--- src/design/hsd_pkg.sv ---
// ----------------------------------------------------------------------------
// hsd_pkg
// Shared types and constants of the heapsort record sorter: record layout,
// controller states, datapath operation codes and status bundle.
// ----------------------------------------------------------------------------
package hsd_pkg;

	localparam int DEPTH = 64;
	localparam int IDX_W = $clog2(DEPTH);
	localparam int CNT_W = IDX_W + 1;
	localparam int KEY_W = 14;
	localparam int TAG_W = 32;

	typedef struct packed {
		logic [KEY_W-1:0] key;
		logic [TAG_W-1:0] tag;
	} rec_t;

	// controller states
	typedef enum logic [3:0] {
		S_LOAD,
		S_BUILD_NEXT,
		S_BUILD_RD,
		S_BUILD_LD,
		S_EXT_NEXT,
		S_EXT_RD,
		S_EXT_LD,
		S_SIFT_RD,
		S_SIFT_CMP,
		S_EMIT_RD,
		S_EMIT_LD,
		S_EMIT_HOLD
	} st_t;

	// datapath operations issued by the controller
	typedef enum logic [3:0] {
		OP_IDLE,
		OP_LOAD,
		OP_EXT_INIT,
		OP_EMIT_INIT,
		OP_BUILD_RD,
		OP_BUILD_LD,
		OP_EXT_RD,
		OP_EXT_LD,
		OP_SIFT_RD,
		OP_SIFT_CMP,
		OP_EMIT_RD,
		OP_EMIT_LD,
		OP_EMIT_ADV
	} dp_op_t;

	typedef struct packed {
		dp_op_t op;
	} cmd_t;

	typedef struct packed {
		logic set_end;    // current input beat closes the set
		logic a_zero;     // build loop finished
		logic a_lt2;      // extraction loop finished
		logic sift_done;  // current sift level found its place
		logic emit_last;  // record being emitted is the final one
	} stat_t;

endpackage

--- src/design/hsd_ctrl.sv ---
// ----------------------------------------------------------------------------
// hsd_ctrl
// Sequencer of the sorter: load, heap build, extraction and emission phases.
// Drives the handshake ready/valid and issues one datapath op per cycle.
// ----------------------------------------------------------------------------
module hsd_ctrl (
	input  logic           clk,
	input  logic           arst_n,
	input  logic           in_valid,
	output logic           in_ready,
	output logic           out_valid,
	input  logic           out_ready,
	input  hsd_pkg::stat_t stat,
	output hsd_pkg::cmd_t  cmd
);
	import hsd_pkg::*;

	st_t  state_q, state_d;
	logic build_q, build_d;

	// state register
	always_ff @(posedge clk or negedge arst_n) begin
		if (!arst_n) begin
			state_q <= S_LOAD;
			build_q <= 1'b0;
		end else begin
			state_q <= state_d;
			build_q <= build_d;
		end
	end

	// next state and ops
	always_comb begin
		state_d   = state_q;
		build_d   = build_q;
		cmd.op    = OP_IDLE;
		in_ready  = 1'b0;
		out_valid = 1'b0;
		case (state_q)
			S_LOAD: begin
				in_ready = 1'b1;
				if (in_valid) begin
					cmd.op = OP_LOAD;
					if (stat.set_end) begin
						build_d = 1'b1;
						state_d = S_BUILD_NEXT;
					end
				end
			end
			S_BUILD_NEXT: begin
				if (stat.a_zero) begin
					cmd.op  = OP_EXT_INIT;
					build_d = 1'b0;
					state_d = S_EXT_NEXT;
				end else begin
					state_d = S_BUILD_RD;
				end
			end
			S_BUILD_RD: begin
				cmd.op  = OP_BUILD_RD;
				state_d = S_BUILD_LD;
			end
			S_BUILD_LD: begin
				cmd.op  = OP_BUILD_LD;
				state_d = S_SIFT_RD;
			end
			S_EXT_NEXT: begin
				if (stat.a_lt2) begin
					cmd.op  = OP_EMIT_INIT;
					state_d = S_EMIT_RD;
				end else begin
					state_d = S_EXT_RD;
				end
			end
			S_EXT_RD: begin
				cmd.op  = OP_EXT_RD;
				state_d = S_EXT_LD;
			end
			S_EXT_LD: begin
				cmd.op  = OP_EXT_LD;
				state_d = S_SIFT_RD;
			end
			S_SIFT_RD: begin
				cmd.op  = OP_SIFT_RD;
				state_d = S_SIFT_CMP;
			end
			S_SIFT_CMP: begin
				cmd.op = OP_SIFT_CMP;
				if (stat.sift_done) begin
					state_d = build_q ? S_BUILD_NEXT : S_EXT_NEXT;
				end else begin
					state_d = S_SIFT_RD;
				end
			end
			S_EMIT_RD: begin
				cmd.op  = OP_EMIT_RD;
				state_d = S_EMIT_LD;
			end
			S_EMIT_LD: begin
				cmd.op  = OP_EMIT_LD;
				state_d = S_EMIT_HOLD;
			end
			S_EMIT_HOLD: begin
				out_valid = 1'b1;
				if (out_ready) begin
					if (stat.emit_last) begin
						state_d = S_LOAD;
					end else begin
						cmd.op  = OP_EMIT_ADV;
						state_d = S_EMIT_RD;
					end
				end
			end
			default: begin
				state_d = S_LOAD;
			end
		endcase
	end

	// input and output sides never open together
	a_excl: assert property (@(posedge clk) disable iff (!arst_n)
		!(in_ready && out_valid))
		else $error("in_ready and out_valid both high");

	// build phase flag only set while heap build is running
	a_build_phase: assert property (@(posedge clk) disable iff (!arst_n)
		(state_q == S_EXT_RD || state_q == S_EXT_LD) |-> !build_q)
		else $error("extraction step while build flag set");

	// a finished set always leads into the heap build
	a_set_end: assert property (@(posedge clk) disable iff (!arst_n)
		(state_q == S_LOAD && in_valid && stat.set_end) |=> state_q == S_BUILD_NEXT)
		else $error("set end did not start the sort");

endmodule

--- config.mk ---
export PLATFORM = sky130hd
export DESIGN_NAME = hsd_ctrl
export DESIGN_NICKNAME = d
export VERILOG_FILES = /design/src/design/hsd_pkg.sv /design/src/design/hsd_ctrl.sv
export SDC_FILE = /design/constraint.sdc
export NUM_CORES = 1
export LEC_CHECK = 0
export BUFFER_PORTS_ARGS = -buffer_cell sky130_fd_sc_hd__buf_2
export CAP_MARGIN = 20
export CORE_MARGIN = 10
export CORE_UTILIZATION = 24
export DETAILED_ROUTE_END_ITERATION = 10
export GPL_TIMING_DRIVEN = 0
export PLACE_DENSITY = 0.54
export SYNTH_ARGS = -nofsm -noshare
export SYNTH_HDL_FRONTEND = slang
export SYNTH_SLANG_ARGS = --single-unit
--- constraint.sdc ---
create_clock -name clk -period 1.75 [get_ports clk]
set_clock_uncertainty 0.2 [all_clocks]
set_input_delay 0.35 -clock clk [delete_from_list [all_inputs] [get_ports clk]]
set_output_delay 0.35 -clock clk [all_outputs]
set_load 0.02 [all_outputs]
* Yosys cells after proc, flatten, opt, wreduce, memory -nomap -nowiden
Index checks and enable logic that the tools add are counted.
Widths: inputs -> output; s select.
** Word-level totals
- Logic and storage cells :: 43
- Output and inout bits :: 6
- Input port bits :: 9
- Bits in registers :: 5
** Cells by class
- Reduce and logical (&&, ||, !) cells :: 5
- Muxes and demuxes :: 21
- Equal/unequal tests :: 15
** Operators by type and width (number)
- $pmux 4 s12 :: 1
- $pmux 4 s11 :: 1
- $mux 4 :: 7
- $eq 4x3->1 const B :: 4
- $eq 4x4->1 const B :: 4
- $mux 3 :: 3
- $eq 4x2->1 const B :: 2
- $ne 2x2->1 const B :: 4
- $mux 1 :: 6
- $eq 4x1->1 const B :: 1
- $logic_not 4->1 :: 1
- $mux 2 :: 2
- $reduce_and 4->1 :: 1
- $reduce_and 3->1 :: 1
- $pmux 1 s2 :: 1
- $reduce_bool 2->1 :: 1
- $reduce_or 2->1 :: 1

* Logic depth before layout (Yosys ltp)
- Word-level depth :: 3
- Mapped depth :: 5

* Worst setup path before layout
No wires, ideal clock.
- Path kind :: reg-to-output
- Start point :: reg state_q[0]
- End point :: out cmd[0] in the netlist's numbering
- Path slack :: -0.044 ns
- Cell stages (with the launch flop) :: 3
- Path buffers :: 1
- Data arrival time :: 1.244 ns
- Cell sequence :: dfrtp_1 > clkbuf_1 > o32ai_1
** RTL lines
- start: declaration :: RTL line hsd_ctrl.sv:18 : st_t state_q, state_d;
- start signal: assignment :: RTL line hsd_ctrl.sv:27 : state_q <= state_d;
- end: declaration :: RTL line hsd_ctrl.sv:14 : output hsd_pkg::cmd_t cmd

==> impl_metrics.env <==
export IMPL_slowest_stage="dfrtp_2"
export IMPL_layout_min_cycle_time_ns=1.93
export IMPL_syn_nets=77
export IMPL_ios=15
export IMPL_setup_viol=6
export IMPL_grt_max_degree=11
export IMPL_cts_root_buffer="clkbuf_4"
export IMPL_async_flop_share=1.00
export IMPL_yosys_warnings=0
export IMPL_rsz0062_at_grt="yes"
export IMPL_place_area_um2=598
export IMPL_grt_pass1_vias=615
export IMPL_drive_above_1_share=0.474
export IMPL_area_growth_syn_to_layout_pct=62.0
export IMPL_antenna_cells=0
export IMPL_detail_route_antenna_nets=0
export IMPL_synth_main_ff_cell="dfrtp_1"
export IMPL_die_h_um=65.0
export IMPL_syn_inst=68
export IMPL_start_kind="register"
export IMPL_hold_viol=0
export IMPL_critPathKind="reg2out"
export IMPL_clock_tree_htree_level_count=1
export IMPL_via_per_inst=4.97
export IMPL_drc=0
export IMPL_violations="setup timing"
export IMPL_placed_cells=109
export IMPL_slowest_delay_ns=0.45
export IMPL_vias=616
export IMPL_antenna_found_initial=0
export IMPL_nets=107
export IMPL_hold_path_class="in2reg"
export IMPL_final_core_util=0.406
export IMPL_ys_seq_elements=5
export IMPL_detailed_place_hpwl_um=1190
export IMPL_cp_top_family="flip-flops"
export IMPL_synth_edf_count=0
export IMPL_power_total_mw=1.71
export IMPL_tightest_slew_ns=0.295
export IMPL_cts_buffers_inserted=3
export IMPL_start_util=0.251
export IMPL_gr_usage_met3=0.0155
export IMPL_path_depth=5
export IMPL_overflow=0
export IMPL_path_buf_inv=2
export IMPL_ir_drop_uv=1170
export IMPL_clock_sinks=5
export IMPL_dieArea_um2=4230
export IMPL_core_area_um2=1940
export IMPL_drt_iter0_drc=22
export IMPL_finalWorstSetupSlack_ns=-0.175
export IMPL_cp_end_kind="primary output"
export IMPL_yosysUniqueCellTypes=26
export IMPL_final_area_um2=788
export IMPL_crit_start="state_q[2]"
export IMPL_clkTransAtPathRegs_ns=0.04
export IMPL_num_rows=16
export IMPL_busiest_layer="met2"
export IMPL_ff2ff_path_depth=5
export IMPL_syn_area_um2=487
export IMPL_finalMaxSlewViolations=0
export IMPL_powerDensity_nw_per_um2=2160
export IMPL_cp_required_ns=1.20
export IMPL_crit_arrival_ns=1.38
export IMPL_worstPathMaxFanout=7
export IMPL_yosysSeqAreaShare=0.257
export IMPL_status="complete, but fails checks"
export IMPL_r2r_start="state_q[2]"
export IMPL_pre_cts_ws_ns=-0.116
export IMPL_leakagePower_nw=0.353
export IMPL_min_from="out_ready"
export IMPL_max_freq_mhz=519
export IMPL_crit_path_frequent_cell="a22o_1"
export IMPL_min_delay_path_depth=2
export IMPL_clk_path_buf_depth=2
export IMPL_stdcell_count=124
export IMPL_fp_dieW_um=65.0
export IMPL_dr_pass1_iters=4
export IMPL_met2_usage=0.129
export IMPL_finalCritPeriodShare=1.10
export IMPL_tritoncts="built"
export IMPL_synth_avg_cell_area_um2=7.16
export IMPL_grt_pass1_wl_um=2730
export IMPL_drt_total_wl_um=1650
export IMPL_cp_cell_sequence="buf_4, nor2_4, a22o_1, a22o_1, buf_6"
export IMPL_io_buffer_count=14
export IMPL_grt_use_met1=0.0938
export IMPL_clock_latency_ns=0.24
export IMPL_track_usage=0.0791
export IMPL_slew_headroom=0.803
export IMPL_drv_cap=0
export IMPL_gp_congestion=0.864
export IMPL_routedWlPerCell_um=13.3
export IMPL_nFillCells=223
==> timing repair <==
action	in CTS	in global routing
gates resized for setup	25	4
buffers inserted	8	2
pin swaps	4	1
endpoints found under the hold margin	5	0
hold buffers	1	0
setup endpoints to repair	6	6
==> state kept, by name (all words and copies together) (netlist names) <==
name / cells
build_q: 1
state_q: 4
==> metal layers <==
layer  vias to the layer above  part of all wire
li1                        309                 -
met5                         -                 0
met4                         0                 0
met3                         0             0.076
met2                        19              0.49
met1                       288              0.44
==> cell usage in the layout (no fill, tap or decap), drive strengths merged <==
cell type     n
buf          28
nand2         9
nor2          9
a21oi         6
o21ai         5
dfrtp         5
inv           4
nor2b         4
clkbuf        4
a22o          3
o32ai         3
nand3         2
a221oi        2
nor3          2
o31ai         2
or2           1
o211ai        1
a32oi         1
a31oi         1
a21o          1
a22oi         1
o22ai         1
a32o          1
dlygate4sd3   1
==> power by group <==
group | switching, mW | leakage (nW) | internal (mW)
Sequential | 0.0873 | 0.0579 | 0.177
Combinational | 0.691 | 0.280 | 0.622
Clock | 0.0419 | 0.0150 | 0.0859
==> final cells by class <==
| class | count | area (um^2) | share of cell area |
|---|---|---|---|
| multi-input combinational | 55 | 372 | 0.471 |
| timing repair buffer | 25 | 169 | 0.214 |
| sequential | 5 | 129 | 0.163 |
| buffer | 4 | 41.3 | 0.0524 |
| tap | 27 | 33.8 | 0.0429 |
| clock buffer | 4 | 26.3 | 0.0333 |
| inverter | 4 | 17.5 | 0.0222 |
==> cell families after synthesis <==
logic type / Yosys count / synth area share
AO/OA/AOI/OAI: 28 / 0.414
AND/OR/NAND/NOR: 27 / 0.260
buffers and inverters: 8 / 0.0694
flip-flops: 5 / 0.257
==> synth_stat cells, types with 2 or more instances <==
cell,n,share of area
a21oi_1,6,0.062
a221oi_1,2,0.036
a22o_1,3,0.054
buf_2,3,0.031
dfrtp_1,5,0.26
inv_1,3,0.023
nand2_1,9,0.069
nand3_1,2,0.021
nor2_1,9,0.069
nor2b_1,4,0.051
o21ai_0,5,0.051
o31ai_1,2,0.031
o32ai_1,2,0.036
==> worst paths after layout <==
| check | end | slack (ns) |
|---|---|---|
| max in group asynchronous | state_q[0] | 0.97 |
| min reg2reg | build_q | 0.39 |
| min | state_q[3] | 0.17 |
| max reg2reg | state_q[3] | 0.11 |
| min in group asynchronous | build_q | 0.24 |
| max | cmd[2] | -0.18 |
==> stage by stage <==
stage | hold WS [ns] | TNS [ns]
floorplan | -0.146 | 0
global placement | -0.0345 | -0.245
detailed placement | -0.0345 | -0.258
CTS | 0.154 | -0.784
global route | 0.182 | -1.17
finish | 0.170 | -0.752
Note: power is estimated with default switching activity, not from simulation.
